$ cat src/sv/ckt_pkg.sv
// ----------------------------------------------------------------------------
// ckt_pkg
// shared types and constants for the chord to key event typer
// ----------------------------------------------------------------------------
package ckt_pkg;

    localparam int MAX_MODS    = 4;
    localparam int CHORD_SLOTS = 4;
    localparam int MOD_LIMIT   = (MAX_MODS < CHORD_SLOTS) ? MAX_MODS : CHORD_SLOTS;
    localparam int CNT_W       = $clog2(MAX_MODS + 1);
    localparam int IDX_W       = (MAX_MODS > 1) ? $clog2(MAX_MODS) : 1;
    localparam int SLOT_W      = $clog2(CHORD_SLOTS);
    localparam int WANT_W      = 3;

    localparam logic [1:0] MODE_CHORD = 2'd0;
    localparam logic [1:0] MODE_END   = 2'd1;
    localparam logic [1:0] MODE_ABORT = 2'd2;

    localparam logic [1:0] STAT_RUN    = 2'd0;
    localparam logic [1:0] STAT_DONE   = 2'd1;
    localparam logic [1:0] STAT_CANCEL = 2'd2;

    typedef struct packed {
        logic [1:0]        mode;
        logic [7:0]        key_code;
        logic [WANT_W-1:0] mod_count;
        logic [7:0]        mod_a;
        logic [7:0]        mod_b;
        logic [7:0]        mod_c;
        logic [7:0]        mod_d;
    } req_t;

    typedef struct packed {
        logic [7:0] scancode;
        logic       key_down;
        logic       event_valid;
        logic [1:0] finish_status;
        logic       last;
    } evt_t;

    typedef struct packed {
        logic             clear;
        logic             remove;
        logic [IDX_W-1:0] rm_idx;
        logic             append;
        logic [7:0]       app_val;
        logic [IDX_W-1:0] rd_idx;
        logic [7:0]       probe;
    } held_ctl_t;

    typedef struct packed {
        logic [CNT_W-1:0] count;
        logic [7:0]       rd_data;
        logic             probe_hit;
    } held_sts_t;

endpackage

$ cat src/sv/ckt_held_list.sv
// ----------------------------------------------------------------------------
// ckt_held_list
// ordered list of held modifiers, oldest first, with clear, remove and append
// ----------------------------------------------------------------------------
module ckt_held_list
    import ckt_pkg::*;
(
    input  logic      clk,
    input  logic      rst_n,
    input  held_ctl_t ctl,
    output held_sts_t sts
);

    logic [7:0]       mods_reg [MAX_MODS];
    logic [CNT_W-1:0] count_reg;
    logic [CNT_W-1:0] count_next;
    logic [IDX_W-1:0] app_idx;
    logic [MAX_MODS-1:0] hit_vec;

    assign app_idx = count_reg[IDX_W-1:0];

    genvar j;
    generate
        for (j = 0; j < MAX_MODS; j++)
        begin : g_entry
            if (j < MAX_MODS - 1)
            begin : g_shift
                always_ff @(posedge clk)
                begin
                    if (ctl.remove && (IDX_W'(j) >= ctl.rm_idx))
                    begin
                        mods_reg[j] <= mods_reg[j + 1];
                    end
                    else if (ctl.append && (app_idx == IDX_W'(j)))
                    begin
                        mods_reg[j] <= ctl.app_val;
                    end
                end
            end
            else
            begin : g_tail
                always_ff @(posedge clk)
                begin
                    if (ctl.append && (app_idx == IDX_W'(j)))
                    begin
                        mods_reg[j] <= ctl.app_val;
                    end
                end
            end

            assign hit_vec[j] = (CNT_W'(j) < count_reg) && (mods_reg[j] == ctl.probe);
        end
    endgenerate

    always_comb
    begin
        count_next = count_reg;
        if (ctl.clear)
        begin
            count_next = '0;
        end
        else if (ctl.remove)
        begin
            count_next = count_reg - 1'b1;
        end
        else if (ctl.append)
        begin
            count_next = count_reg + 1'b1;
        end
    end

    always_ff @(posedge clk or negedge rst_n)
    begin
        if (!rst_n)
        begin
            count_reg <= '0;
        end
        else
        begin
            count_reg <= count_next;
        end
    end

    assign sts.count     = count_reg;
    assign sts.rd_data   = mods_reg[ctl.rd_idx];
    assign sts.probe_hit = |hit_vec;

endmodule

$ cat src/sv/chord_to_key_event_typer_top.sv
// ----------------------------------------------------------------------------
// chord_to_key_event_typer_top
// turns chord, end and abort beats into key press and release events
// ----------------------------------------------------------------------------
// the req channel takes one beat at a time: a chord, an end of text or an
// abort. req_ready is high only while the sequencer is idle. each beat walks
// the held modifier list newest first (one entry per cycle while the output
// is not stalled) to release what is not wanted, then walks the chord slots
// in order (one per cycle while not stalled) to press what is missing, then
// emits key down and key up. end and abort release all held modifiers and
// emit one status beat. each beat returns to the idle state, with req_ready
// high, before the next beat is taken. the last result of each beat carries
// last. a mode of 3 is taken while idle with no result.
// results leave through one output register on the evt channel; a stalled
// receiver holds that register and the sequencer waits with it, so nothing
// is lost. a step that emits a result registers it in that output register;
// the idle state that takes the req beat emits no result itself.
// reset clears the held count and the sequencer; the held scancodes are
// not cleared and are only read below the held count.
// ----------------------------------------------------------------------------
module chord_to_key_event_typer_top
    import ckt_pkg::*;
(
    input  logic clk,
    input  logic rst_n,
    input  logic req_valid,
    output logic req_ready,
    input  req_t req,
    output logic evt_valid,
    input  logic evt_ready,
    output evt_t evt
);

    typedef enum logic [2:0] {
        S_IDLE,
        S_REL,
        S_PRESS,
        S_KDN,
        S_KUP,
        S_STAT
    } state_t;

    state_t            state_reg, state_next;
    logic [CNT_W-1:0]  cnt_reg, cnt_next;
    logic [WANT_W-1:0] pidx_reg, pidx_next;
    logic [WANT_W-1:0] want_n_reg, want_n_next;
    logic [7:0]        want_reg [CHORD_SLOTS];
    logic [7:0]        key_reg;
    logic              end_reg, end_next;
    logic [1:0]        stat_reg, stat_next;
    logic              evt_valid_reg, evt_valid_next;
    evt_t              evt_reg, evt_next;

    held_ctl_t         ctl;
    held_sts_t         sts;

    logic              accept;
    logic              adv;
    logic [WANT_W-1:0] req_want_n;
    logic [CNT_W-1:0]  cnt_dec;
    logic [WANT_W-1:0] pidx_inc;
    logic [CHORD_SLOTS-1:0] want_hit_vec;
    logic              want_hit;
    logic [7:0]        press_val;

    ckt_held_list u_held (
        .clk   (clk),
        .rst_n (rst_n),
        .ctl   (ctl),
        .sts   (sts)
    );

    assign req_ready = (state_reg == S_IDLE);
    assign accept    = req_valid && req_ready;
    assign adv       = !evt_valid_reg || evt_ready;
    assign cnt_dec   = cnt_reg - 1'b1;
    assign pidx_inc  = pidx_reg + 1'b1;
    assign press_val = want_reg[pidx_reg[SLOT_W-1:0]];

    assign req_want_n = (req.mod_count > WANT_W'(MOD_LIMIT)) ? WANT_W'(MOD_LIMIT)
                                                              : req.mod_count;

    genvar k;
    generate
        for (k = 0; k < CHORD_SLOTS; k++)
        begin : g_want
            assign want_hit_vec[k] = (WANT_W'(k) < want_n_reg) &&
                                     (want_reg[k] == sts.rd_data);
        end
    endgenerate

    assign want_hit = |want_hit_vec;

    always_comb
    begin
        state_next     = state_reg;
        cnt_next       = cnt_reg;
        pidx_next      = pidx_reg;
        want_n_next    = want_n_reg;
        end_next       = end_reg;
        stat_next      = stat_reg;
        evt_valid_next = evt_valid_reg;
        evt_next       = evt_reg;

        ctl         = '0;
        ctl.rd_idx  = cnt_dec[IDX_W-1:0];
        ctl.rm_idx  = cnt_dec[IDX_W-1:0];
        ctl.probe   = press_val;
        ctl.app_val = press_val;

        if (evt_valid_reg && evt_ready)
        begin
            evt_valid_next = 1'b0;
        end

        case (state_reg)
            S_IDLE:
            begin
                if (accept && ((req.mode == MODE_CHORD) || (req.mode == MODE_END) ||
                               (req.mode == MODE_ABORT)))
                begin
                    want_n_next = req_want_n;
                    end_next    = (req.mode != MODE_CHORD);
                    stat_next   = (req.mode == MODE_END) ? STAT_DONE : STAT_CANCEL;
                    cnt_next    = sts.count;
                    pidx_next   = '0;
                    if (sts.count != '0)
                    begin
                        state_next = S_REL;
                    end
                    else if (req.mode != MODE_CHORD)
                    begin
                        state_next = S_STAT;
                    end
                    else if (req_want_n != '0)
                    begin
                        state_next = S_PRESS;
                    end
                    else
                    begin
                        state_next = S_KDN;
                    end
                end
            end

            S_REL:
            begin
                if (adv)
                begin
                    if (end_reg || !want_hit)
                    begin
                        ctl.remove               = 1'b1;
                        evt_valid_next           = 1'b1;
                        evt_next.scancode        = sts.rd_data;
                        evt_next.key_down        = 1'b0;
                        evt_next.event_valid     = 1'b1;
                        evt_next.finish_status   = STAT_RUN;
                        evt_next.last            = 1'b0;
                    end
                    cnt_next = cnt_dec;
                    if (cnt_dec == '0)
                    begin
                        if (end_reg)
                        begin
                            state_next = S_STAT;
                        end
                        else if (want_n_reg != '0)
                        begin
                            state_next = S_PRESS;
                        end
                        else
                        begin
                            state_next = S_KDN;
                        end
                    end
                end
            end

            S_PRESS:
            begin
                if (adv)
                begin
                    if (!sts.probe_hit && (sts.count < CNT_W'(MOD_LIMIT)))
                    begin
                        ctl.append               = 1'b1;
                        evt_valid_next           = 1'b1;
                        evt_next.scancode        = press_val;
                        evt_next.key_down        = 1'b1;
                        evt_next.event_valid     = 1'b1;
                        evt_next.finish_status   = STAT_RUN;
                        evt_next.last            = 1'b0;
                    end
                    pidx_next = pidx_inc;
                    if (pidx_inc == want_n_reg)
                    begin
                        state_next = S_KDN;
                    end
                end
            end

            S_KDN:
            begin
                if (adv)
                begin
                    evt_valid_next         = 1'b1;
                    evt_next.scancode      = key_reg;
                    evt_next.key_down      = 1'b1;
                    evt_next.event_valid   = 1'b1;
                    evt_next.finish_status = STAT_RUN;
                    evt_next.last          = 1'b0;
                    state_next             = S_KUP;
                end
            end

            S_KUP:
            begin
                if (adv)
                begin
                    evt_valid_next         = 1'b1;
                    evt_next.scancode      = key_reg;
                    evt_next.key_down      = 1'b0;
                    evt_next.event_valid   = 1'b1;
                    evt_next.finish_status = STAT_RUN;
                    evt_next.last          = 1'b1;
                    state_next             = S_IDLE;
                end
            end

            S_STAT:
            begin
                if (adv)
                begin
                    ctl.clear              = 1'b1;
                    evt_valid_next         = 1'b1;
                    evt_next.scancode      = '0;
                    evt_next.key_down      = 1'b0;
                    evt_next.event_valid   = 1'b0;
                    evt_next.finish_status = stat_reg;
                    evt_next.last          = 1'b1;
                    state_next             = S_IDLE;
                end
            end

            default:
            begin
                state_next = S_IDLE;
            end
        endcase
    end

    always_ff @(posedge clk or negedge rst_n)
    begin
        if (!rst_n)
        begin
            state_reg     <= S_IDLE;
            cnt_reg       <= '0;
            pidx_reg      <= '0;
            want_n_reg    <= '0;
            end_reg       <= 1'b0;
            stat_reg      <= STAT_RUN;
            evt_valid_reg <= 1'b0;
            evt_reg       <= '0;
        end
        else
        begin
            state_reg     <= state_next;
            cnt_reg       <= cnt_next;
            pidx_reg      <= pidx_next;
            want_n_reg    <= want_n_next;
            end_reg       <= end_next;
            stat_reg      <= stat_next;
            evt_valid_reg <= evt_valid_next;
            evt_reg       <= evt_next;
        end
    end

    // chord payload latch
    always_ff @(posedge clk)
    begin
        if (accept)
        begin
            key_reg     <= req.key_code;
            want_reg[0] <= req.mod_a;
            want_reg[1] <= req.mod_b;
            want_reg[2] <= req.mod_c;
            want_reg[3] <= req.mod_d;
        end
    end

    assign evt_valid = evt_valid_reg;
    assign evt       = evt_reg;

endmodule
$ cat config.mk
export PLATFORM = sky130hd
export DESIGN_NAME = chord_to_key_event_typer_top
export DESIGN_NICKNAME = d
export VERILOG_FILES = /design/src/sv/ckt_pkg.sv /design/src/sv/ckt_held_list.sv /design/src/sv/chord_to_key_event_typer_top.sv
export SDC_FILE = /design/constraint.sdc
export NUM_CORES = 1
export LEC_CHECK = 0
export BUFFER_PORTS_ARGS = -buffer_cell sky130_fd_sc_hd__buf_4
export CORE_ASPECT_RATIO = 1.5
export CORE_MARGIN = 1.5
export CORE_UTILIZATION = 47
export CTS_CLUSTER_SIZE = 40
export DETAILED_ROUTE_END_ITERATION = 10
export PLACE_DENSITY = 0.78
export SLEW_MARGIN = 20
export SYNTH_ARGS = -nofsm -noshare
export SYNTH_HDL_FRONTEND = slang
export SYNTH_HIERARCHICAL = 1
export SYNTH_SLANG_ARGS = --single-unit
$ cat constraint.sdc
create_clock -name clk -period 4.6 [get_ports clk]
set_input_delay 0.92 -clock clk [delete_from_list [all_inputs] [get_ports clk]]
set_output_delay 0.92 -clock clk [all_outputs]
set_load 0.005 [all_outputs]
==> metrics, run 1 <==
status=completed; first-pass GRT wire length=about 21000 µm; vias in the first global route=between 3000 and 4000; Post-Syn Area=between 0.005 and 0.006 mm²; busiest metal layer after global routing=met2; Port-buffer cells=63; ANT nets after route=0; Final Cycle Share=0.880; RSZ-0062 raised after global routing=no; grt met3 use=0.0326; crit-path max FO=10; total gr overflow=0; Initial Util=0.479; Setup Fix Bufs, Post-CTS=0; VDD IR-drop max=between 0.2 and 0.3 mV; Sw Ratio=0.400; routed len/inst=slightly above 20 µm; fraction of registers with async set/reset=0.308; Ant. Diodes=0; Int Power=around 2.6 mW; Die ar.=about 0.013 mm²; syn_area_per_cell=12.7 µm²; CP Cell Sequence=inv_1, ha_1, inv_1, mux4_2, xor2_1, or4_4, nor3_2, nor4_1, nor2_1, nor2_1, nand2b_2, nor2_1, nor2_2, mux2_2; Comb power frac=0.462; Worst EP required=4.70 ns; Die W=92.9 µm; Post-DP HPWL=10100 µm; Post-synth EDFFs=72; crit path from=cnt_reg[0]; post-cts resize count=0; Ports=64; Worst setup SP type=flip-flop; Worst Setup Path Type=reg -> reg; largest net degree at the start of global routing=43; Vias/cell=approximately 6.0; Max clock buf depth=2; Setup Skew=roughly 0.01 ns; routability cong.=between 0.9 and 1; synth-to-layout area growth=15.4%; Bufs and invs on worst path=2; P_sw=about 1.8 mW; Sequential Power Share=0.361; Synth top area share=0.380; final std cells w/o fill=about 660; dominant cells by area after synthesis=edfxtp_1 (38%), dfrtp_1 (14%), mux4_2 (6.3%); drt total wl=between 10000 and 15000 µm; met2 Use GR=0.402; Pins Over Slew Limit=0; Placement Rows=between 40 and 50; Mapped Cells=approximately 450; Inst Count DP=646; Fillers=around 1000; detailed-route via count=3957; Hold Path Class=in -> async; floorplan core area=~0.012 mm²; CP dominant cell by count=nor2_1; Post-synth top flop=edfxtp_1; Largest delay share family, worst path=simple AND/OR/NAND/NOR gates; CTS tree=done; clock sinks=approximately 100; relative slew slack=0.428; layout cell share with drive strength beyond 1=0.269; Mapped Nets=about 510; CTS Buf Count=9; Die Span Y=approximately 140 µm; Hold Fails Final Rpt=0; # DRC=0; largest stage delay on the critical path=approximately 0.53 ns; max cap viols=0; fin nets=~560; CTS hold repair buffers=0; Slew @ Worst Pin=~0.86 ns; Yosys Warn Count=6; Fmax=about 250 MHz; Crit-path slowest cell=or4_4; setup TNS=0 ns; antenna violations before repair=0; Starting DRT DRC Count=approximately 320; M1 GR Usage=0.256; cell accounting for the most synthesized area=edfxtp_1; Root Driver=clkbuf_16; Leakage=about 2.5 nW; #FFs+latches synth=104; Clock Power Share=0.177; Pre-Repair DR Iteration Count=5; Seq/Total Area, Yosys=0.520; crit path time final=slightly above 4 ns; cell area power density=between 600 and 700 mW/mm²; CP arrival=4.15 ns; # H-tree levels=3; All-Layer GR Usage=0.223; Worst-Skew Late Latency=around 0.36 ns; Worst setup EP type=flip-flop; synth unique cells=52; # setup viols final=0; worst flop-to-flop path startpoint=cnt_reg[0]; CTS clock-pin slew for the worst setup and hold paths=0.08 ns
## synthesized netlist by cell type (2+ instances only)
cell type	n
nor2_1	23
nand2_1	30
a22o_1	11
or3_1	2
nand4_1	8
mux2_2	25
mux4_2	16
nor3_1	13
nand3_1	4
o211ai_1	3
o22ai_1	2
xor2_1	31
a21oi_1	7
a211oi_1	3
dfrtp_1	32
and2_1	2
xnor2_1	40
a21o_1	2
nor4_1	8
ha_1	8
a22oi_1	8
buf_6	3
o21a_1	2
mux2i_1	8
clkbuf_1	9
buf_2	8
nor2b_1	2
edfxtp_1	72
inv_1	9
o21ai_0	25
a31oi_1	2
nand2b_1	4
mux2_4	8
## through the flow
stage / cell area [µm²] / setup WS, ns / util / total power [mW] / hold slack [ns]
global route: 6570 / 0.333 / 0.553 / 4.68 / 0.509
CTS: 6570 / 0.563 / 0.553 / 4.41 / 0.495
finish: 6570 / 0.551 / 0.553 / 4.42 / 0.483
detailed placement: 6260 / 0.587 / 0.527 / 3.63 / 0.490
global placement: 6260 / 0.678 / 0.527 / 3.57 / 0.469
floorplan: 5690 / 0.830 / - / 3.09 / 0.460
## layer usage
metal | vias to the layer above | share of wire
li1 | 1780 | -
met1 | 1965 | 0.38
met2 | 173 | 0.53
met3 | 39 | 0.048
met4 | 0 | 0.040
met5 | - | 0
## final cells by class
type                       count  area [µm²]  share of cell area
clock buffer                   9         225              0.0343
clock inverter                 7        85.1              0.0129
inverter                       9        33.8             0.00514
multi-input combinational    314        2580               0.392
sequential                   104        2960               0.451
tap                          153         191              0.0291
timing repair buffer          66         495              0.0754
## cell usage in the layout (no fill, tap or decap), drive strengths merged, types with 2 or more instances in the layout
cell type,count
a211oi,3
a21o,2
a21oi,8
a22o,11
a22oi,8
a31oi,2
and2,2
buf,66
clkbuf,9
dfrtp,32
edfxtp,72
ha,8
inv,14
mux2,33
mux2i,8
mux4,16
nand2,30
nand2b,5
nand3,4
nand4,8
nor2,24
nor2b,3
nor3,14
nor4,8
o211ai,3
o21a,2
o21ai,25
o22ai,2
or3,2
xnor2,40
xor2,31
## cell families after synthesis
family          after synthesis  synth area share
flops                       104             0.520
compound gates               75            0.0883
fa+ha+maj                     8            0.0176
mux                          57             0.148
simple gates                103            0.0899
buf+inv                      31            0.0268
xor+xnor                     71             0.109
## path summary, 6_finish.rpt
path                                          to  depth (start not counted)  slack (ns)
max                        u_held/mods_reg[0][4]                         14        0.55
min                                       evt[8]                          1        0.48
max reg2reg                u_held/mods_reg[0][4]                         14        0.55
min reg2reg                               evt[1]                          1        0.51
max in group asynchronous             cnt_reg[2]                          1        3.81
min in group clk                          evt[1]                          1        0.51
## power groups by stage
stage                     registers [mW]  clock network [mW]  logic (mW)
after global placement              1.60                   0        1.97
after detailed placement            1.61                   0        2.01
after CTS                           1.59               0.795        2.02
final                               1.60               0.781        2.04
after global routing                1.62               0.834        2.22
after floorplan                     1.46                   0        1.63
(Power assumes the default switching activity.)
==> inputs of run 2 (changes only) <==
--- a/config.mk
+++ b/config.mk
@@ -8,10 +8,10 @@
 export BUFFER_PORTS_ARGS = -buffer_cell sky130_fd_sc_hd__buf_4
 export CORE_ASPECT_RATIO = 1.5
 export CORE_MARGIN = 1.5
-export CORE_UTILIZATION = 47
+export CORE_UTILIZATION = 45
 export CTS_CLUSTER_SIZE = 40
 export DETAILED_ROUTE_END_ITERATION = 10
-export PLACE_DENSITY = 0.78
+export PLACE_DENSITY = 0.76
 export SLEW_MARGIN = 20
 export SYNTH_ARGS = -nofsm -noshare
 export SYNTH_HDL_FRONTEND = slang
==> run 2 against run 1 <==
  * Clock-buffer cell count did not move
  * Total power rose by 2.2%
  * Via count decreased by 2.4%
  * Design area increased by 0.84%
  * Maximum frequency decreased by 0.67%
  * Sequential share of layout area down 0.37 points
  * Clock power grew 12%
  * Largest power group unchanged
  * Sequential cell count unchanged
  * Utilization down 1.8 points
  * Non-clock buffer count up 2
  * Worst setup slack worse by 0.027 ns
==> metrics, run 2 (synthesized netlist as in run 1, its figures left out) <==
first-pass GRT wire length=around 21000 µm; max cap viols=0; Setup Fix Bufs, Post-CTS=0; Die ar.=~0.013 mm²; layout cell share with drive strength beyond 1=0.272; RSZ-0062 raised after global routing=no; ANT nets after route=0; vias in the first global route=approximately 4000; met2 Use GR=0.371; Root Driver=clkbuf_16; fin nets=~560; post-cts resize count=0; grt met3 use=0.0329; Port-buffer cells=63; CTS Buf Count=9; cell area power density=681 mW/mm²; synth-to-layout area growth=16.4%; Register-to-Register Path Depth=14; floorplan core area=between 0.01 and 0.015 mm²; Die W=between 90 and 100 µm; antenna violations before repair=0; Final Cycle Share=0.886; crit-path max FO=10; Worst setup EP type=flip-flop; Ant. Diodes=0; fin util=0.535; CTS clock-pin slew for the worst setup and hold paths=around 0.08 ns; # setup viols final=0; Slew @ Worst Pin=0.809 ns; routed len/inst=roughly 20 µm; Post-DP HPWL=10200 µm; Hold Path Class=in -> async; sequential cell area=around 0.003 mm²; M1 GR Usage=0.248; CTS hold repair buffers=0; Worst setup SP type=flip-flop; Worst EP required=4.70 ns; busiest metal layer after global routing=met2; Worst Setup Path Type=reg -> reg; # DRC=0; Fmax=245 MHz; Starting DRT DRC Count=approximately 290; All-Layer GR Usage=0.213; Pins Over Slew Limit=0; Worst-Skew Late Latency=between 0.3 and 0.4 ns; CTS tree=done; Initial Util=0.460; setup TNS=0 ns; relative slew slack=0.461; Ports=64; Fillers=just over 1000; Die Span Y=141 µm; Pre-Repair DR Iteration Count=6; crit path time final=roughly 4.1 ns; VDD IR-drop max=between 0.2 and 0.3 mV; status=completed; detailed-route via count=3861; Leakage=2.53 nW; R2R Setup Slk=0.52 ns; r2r endpoint=u_held/mods_reg[0][5]; CP arrival=4.18 ns; routability cong.=between 0.9 and 1; Vias/cell=a little under 6; total gr overflow=0; footprint of the multi-input gates=between 0.002 and 0.003 mm²; Setup Skew=approximately 0.0087 ns; largest net degree at the start of global routing=between 40 and 50; drt total wl=approximately 13000 µm; most frequent cells in the layout=edfxtp_1 (72), buf_4 (68), xnor2_1 (40); Max clock buf depth=2; Placement Rows=50; most common cell after layout, fill and taps aside=edfxtp_1; worst flop-to-flop path startpoint=cnt_reg[0]; # H-tree levels=3; clock sinks=between 100 and 150; Hold Fails Final Rpt=0
==> run 2: cell count changes in the layout (fill, tap and decap cells not counted), sizes merged <==
cell      before  now
buf           66   68
inv           14   12
clkinvlp       1    0
bufinv         0    2
clkinv         1    2
==> run 2: layout make-up <==
type | instances | share of cell area
Tap cell | 156 | 0.0295
Clock inverter | 7 | 0.0183
Multi-Input combinational cell | 314 | 0.389
Clock buffer | 9 | 0.0340
Sequential cell | 104 | 0.447
Inverter | 9 | 0.00510
Timing Repair Buffer | 68 | 0.0770
==> run 2: worst max path at each step <==
stage / startpoint / endpoint / slack (ns) / cells past startpoint
6_report: cnt_reg[0] / u_held/mods_reg[0][5] / 0.52 / 14
2_1_floorplan: cnt_reg[0] / u_held/mods_reg[0][0] / 0.83 / 14
3_5_place_dp: cnt_reg[0] / u_held/mods_reg[0][5] / 0.58 / 14
3_3_place_gp: cnt_reg[0] / u_held/mods_reg[0][7] / 0.71 / 14
5_1_grt: cnt_reg[0] / u_held/mods_reg[0][1] / 0.32 / 14
4_1_cts: cnt_reg[0] / u_held/mods_reg[0][5] / 0.56 / 14
==> run 2: metal layers <==
metal  vias to the layer above  share of wire
met5                         -              0
met4                         0          0.045
met3                        37          0.050
met2                       164           0.53
met1                      1880           0.37
li1                       1780              -
==> run 2: metrics by stage <==
| step | hold WS, ns | power (mW) | instances | setup WS (ns) | area (µm²) |
|---|---|---|---|---|---|
| 2_1_floorplan | 0.460 | 3.09 | 449 | 0.830 | 5690 |
| 3_3_place_gp | 0.465 | 3.59 | 651 | 0.708 | 6280 |
| 3_5_place_dp | 0.491 | 3.64 | 651 | 0.584 | 6280 |
| 5_1_grt | 0.514 | 4.77 | 667 | 0.317 | 6630 |
| 6_report | 0.491 | 4.51 | 667 | 0.524 | 6630 |
| 4_1_cts | 0.501 | 4.51 | 667 | 0.558 | 6630 |
==> run 2: critical path, cell delays in order, from the launching register on <==
cell	delay [ns]
dfrtp_1	0.44
inv_1	0.10
ha_1	0.31
inv_1	0.30
mux4_2	0.49
xor2_1	0.21
or4_4	0.52
nor3_2	0.15
nor4_1	0.10
nor2_1	0.11
nor2_1	0.14
nand2b_2	0.14
nor2_1	0.06
nor2_2	0.37
mux2_2	0.39
==> run 2: where the power goes <==
part	total [mW]	leakage [nW]	internal, mW	switching [mW]
sequential	1.57	1.05	1.29	0.279
clock	0.872	0.168	0.496	0.376
combinational	2.07	1.32	0.970	1.10
==> inputs of run 3 (changes only) <==
--- a/config.mk
+++ b/config.mk
@@ -8,10 +8,11 @@
 export BUFFER_PORTS_ARGS = -buffer_cell sky130_fd_sc_hd__buf_4
 export CORE_ASPECT_RATIO = 1.5
 export CORE_MARGIN = 1.5
-export CORE_UTILIZATION = 45
+export CORE_UTILIZATION = 59
 export CTS_CLUSTER_SIZE = 40
 export DETAILED_ROUTE_END_ITERATION = 10
-export PLACE_DENSITY = 0.76
+export PLACE_DENSITY = 0.92
+export RECOVER_POWER = 25
 export SLEW_MARGIN = 20
 export SYNTH_ARGS = -nofsm -noshare
 export SYNTH_HDL_FRONTEND = slang
==> run 3 against run 2 <==
  * The run now ends with max-capacitance violations, max-slew violations left
  * Die area shrank 23%
  * Combinational power hardly changed
  * Sequential power grew 3%
  * Clock skew increased by 0.0083 ns
  * Register-to-register slack worse by 0.02 ns
  * Sequential share of layout area is 0.84 points higher
  * Design area is 1.9% lower
  * Routed wire length is 4.3% higher
  * Critical path type unchanged
  * Sequential cell count is the same
==> metrics, run 3 (synthesized netlist as in run 1, its figures left out) <==
Worst EP required=around 4.7 ns; CP arrival=about 4.2 ns; Root Driver=clkbuf_16; synth-to-layout area growth=14.2%; hold path depth=1; # setup viols final=0; Pre-Repair DR Iteration Count=8; Max clock buf depth=2; Worst setup EP type=flip-flop; crit-path max FO=10; Worst setup SP type=flip-flop; detailed-route via count=roughly 4100; critical path depth=14; drt total wl=~14000 µm; layout cell share with drive strength beyond 1=0.267; Setup Fix Bufs, Post-CTS=0; post-cts resize count=0; Final Cycle Share=0.891; All-Layer GR Usage=0.290; CP dominant cell by count=nor2_1; Port-buffer cells=63; setup TNS=0 ns; total power=4.45 mW; Fmax=244 MHz; Worst-Skew Late Latency=about 0.36 ns; Hold Fails Final Rpt=0; Die Span Y=roughly 120 µm; Bufs and invs on worst path=2; Pins Over Slew Limit=33; failing checks=max-capacitance violations, max-slew violations; floorplan core area=between 0.009 and 0.01 mm²; Starting DRT DRC Count=between 400 and 500; Leakage=2.49 nW; Vias/cell=6.63; Worst Setup Path Type=reg -> reg; Crit-path slowest cell=or4_4; CP Cell Sequence=inv_1, ha_1, inv_1, mux4_2, xor2_1, or4_4, nor3_2, nor4_1, nor2_1, nor2_1, nand2b_2, nor2_1, nor2_2, mux2_2; largest net degree at the start of global routing=43; Die W=around 83 µm; Initial Util=0.612; Ant. Diodes=0; Setup Skew=0.0171 ns; Register-to-Register Path Depth=14; CTS hold repair buffers=0; routed len/inst=22.5 µm; relative slew slack=-0.116; Ports=64; # DRC=0; largest stage delay on the critical path=between 0.5 and 0.6 ns; CTS Buf Count=9; CTS clock-pin slew for the worst setup and hold paths=0.08 ns; fin util=0.699; Largest delay share family, worst path=simple AND/OR/NAND/NOR gates; fin nets=about 560; Placement Rows=43; vias in the first global route=4173; Post-DP HPWL=just over 10000 µm; ANT nets after route=0; cell area power density=683 mW/mm²; Slew @ Worst Pin=roughly 1.7 ns; clock sinks=around 100; VDD IR-drop max=between 0.4 and 0.5 mV; antenna violations before repair=0; crit path time final=a little over 4 ns; routability cong.=about 0.93; max cap viols=1; Die ar.=0.0103 mm²; Hold Path Class=reg -> reg; RSZ-0062 raised after global routing=no; most common cell after layout, fill and taps aside=edfxtp_1; total gr overflow=0; first-pass GRT wire length=22200 µm; CTS tree=done; most frequent cells in the layout=edfxtp_1 (72), buf_4 (42), xnor2_1 (40); status=finished, violations left; # H-tree levels=3
==> run 3: cell types whose count changed in the layout (fill, tap and decap cells not counted), sizes merged <==
cell,delta
clkbuf,+24
clkinvlp,+1
bufinv,-2
buf,-26
inv,+1
==> run 3: per-layer routing <==
layer | GRT usage | vias up | share of wire | routed length (µm)
met5 | 0 | - | 0 | 0
met4 | 0.191 | 0 | 0.077 | 1080
met3 | 0.0534 | 91 | 0.077 | 1080
met2 | 0.530 | 309 | 0.52 | 7230
met1 | 0.305 | 1934 | 0.33 | 4600
li1 | - | 1783 | - | -
==> run 3: power breakdown <==
group          leakage (nW)  internal [mW]  switching [mW]  total [mW]
clock network         0.143          0.384           0.375       0.759
logic                  1.30          0.961            1.11        2.08
registers              1.05           1.29           0.318        1.61
==> run 3: worst paths after layout <==
check | startpoint | to | slack, ns
min in group asynchronous | rst_n | evt[9] | 0.99
min reg2reg | evt[3] | evt[3] | 0.50
max in group asynchronous | rst_n | u_held/count_reg[1] | 2.64
max | cnt_reg[0] | u_held/mods_reg[0][4] | 0.50
min | evt[3] | evt[3] | 0.50
max reg2reg | cnt_reg[0] | u_held/mods_reg[0][4] | 0.50
==> run 3: worst register-to-register path, stage by stage, from the launching register on <==
cell and delay [ns]:
dfrtp_1 0.46, inv_1 0.10, ha_1 0.32, inv_1 0.30, mux4_2 0.48, xor2_1 0.23, or4_4 0.54, nor3_2 0.15
nor4_1 0.09, nor2_1 0.10, nor2_1 0.13, nand2b_2 0.13, nor2_1 0.05, nor2_2 0.37, mux2_2 0.40
==> run 3: per-stage QoR <==
stage,instance area (µm²),hold WS [ns],setup slack (ns),cells
after global routing,6500,0.510,0.265,621
after detailed placement,6210,0.484,0.569,605
after floorplan,5690,0.460,0.830,449
final,6500,0.500,0.500,621
after CTS,6510,0.500,0.560,621
after global placement,6210,0.473,0.796,605
==> run 3: layout make-up <==
class	instances	area (µm²)
clock buffer	9	225
clock inverter	7	72.6
fill	591	2800
inverter	9	33.8
multi-input combinational	314	2580
sequential	104	2960
tap	112	140
timing repair buffer	66	492
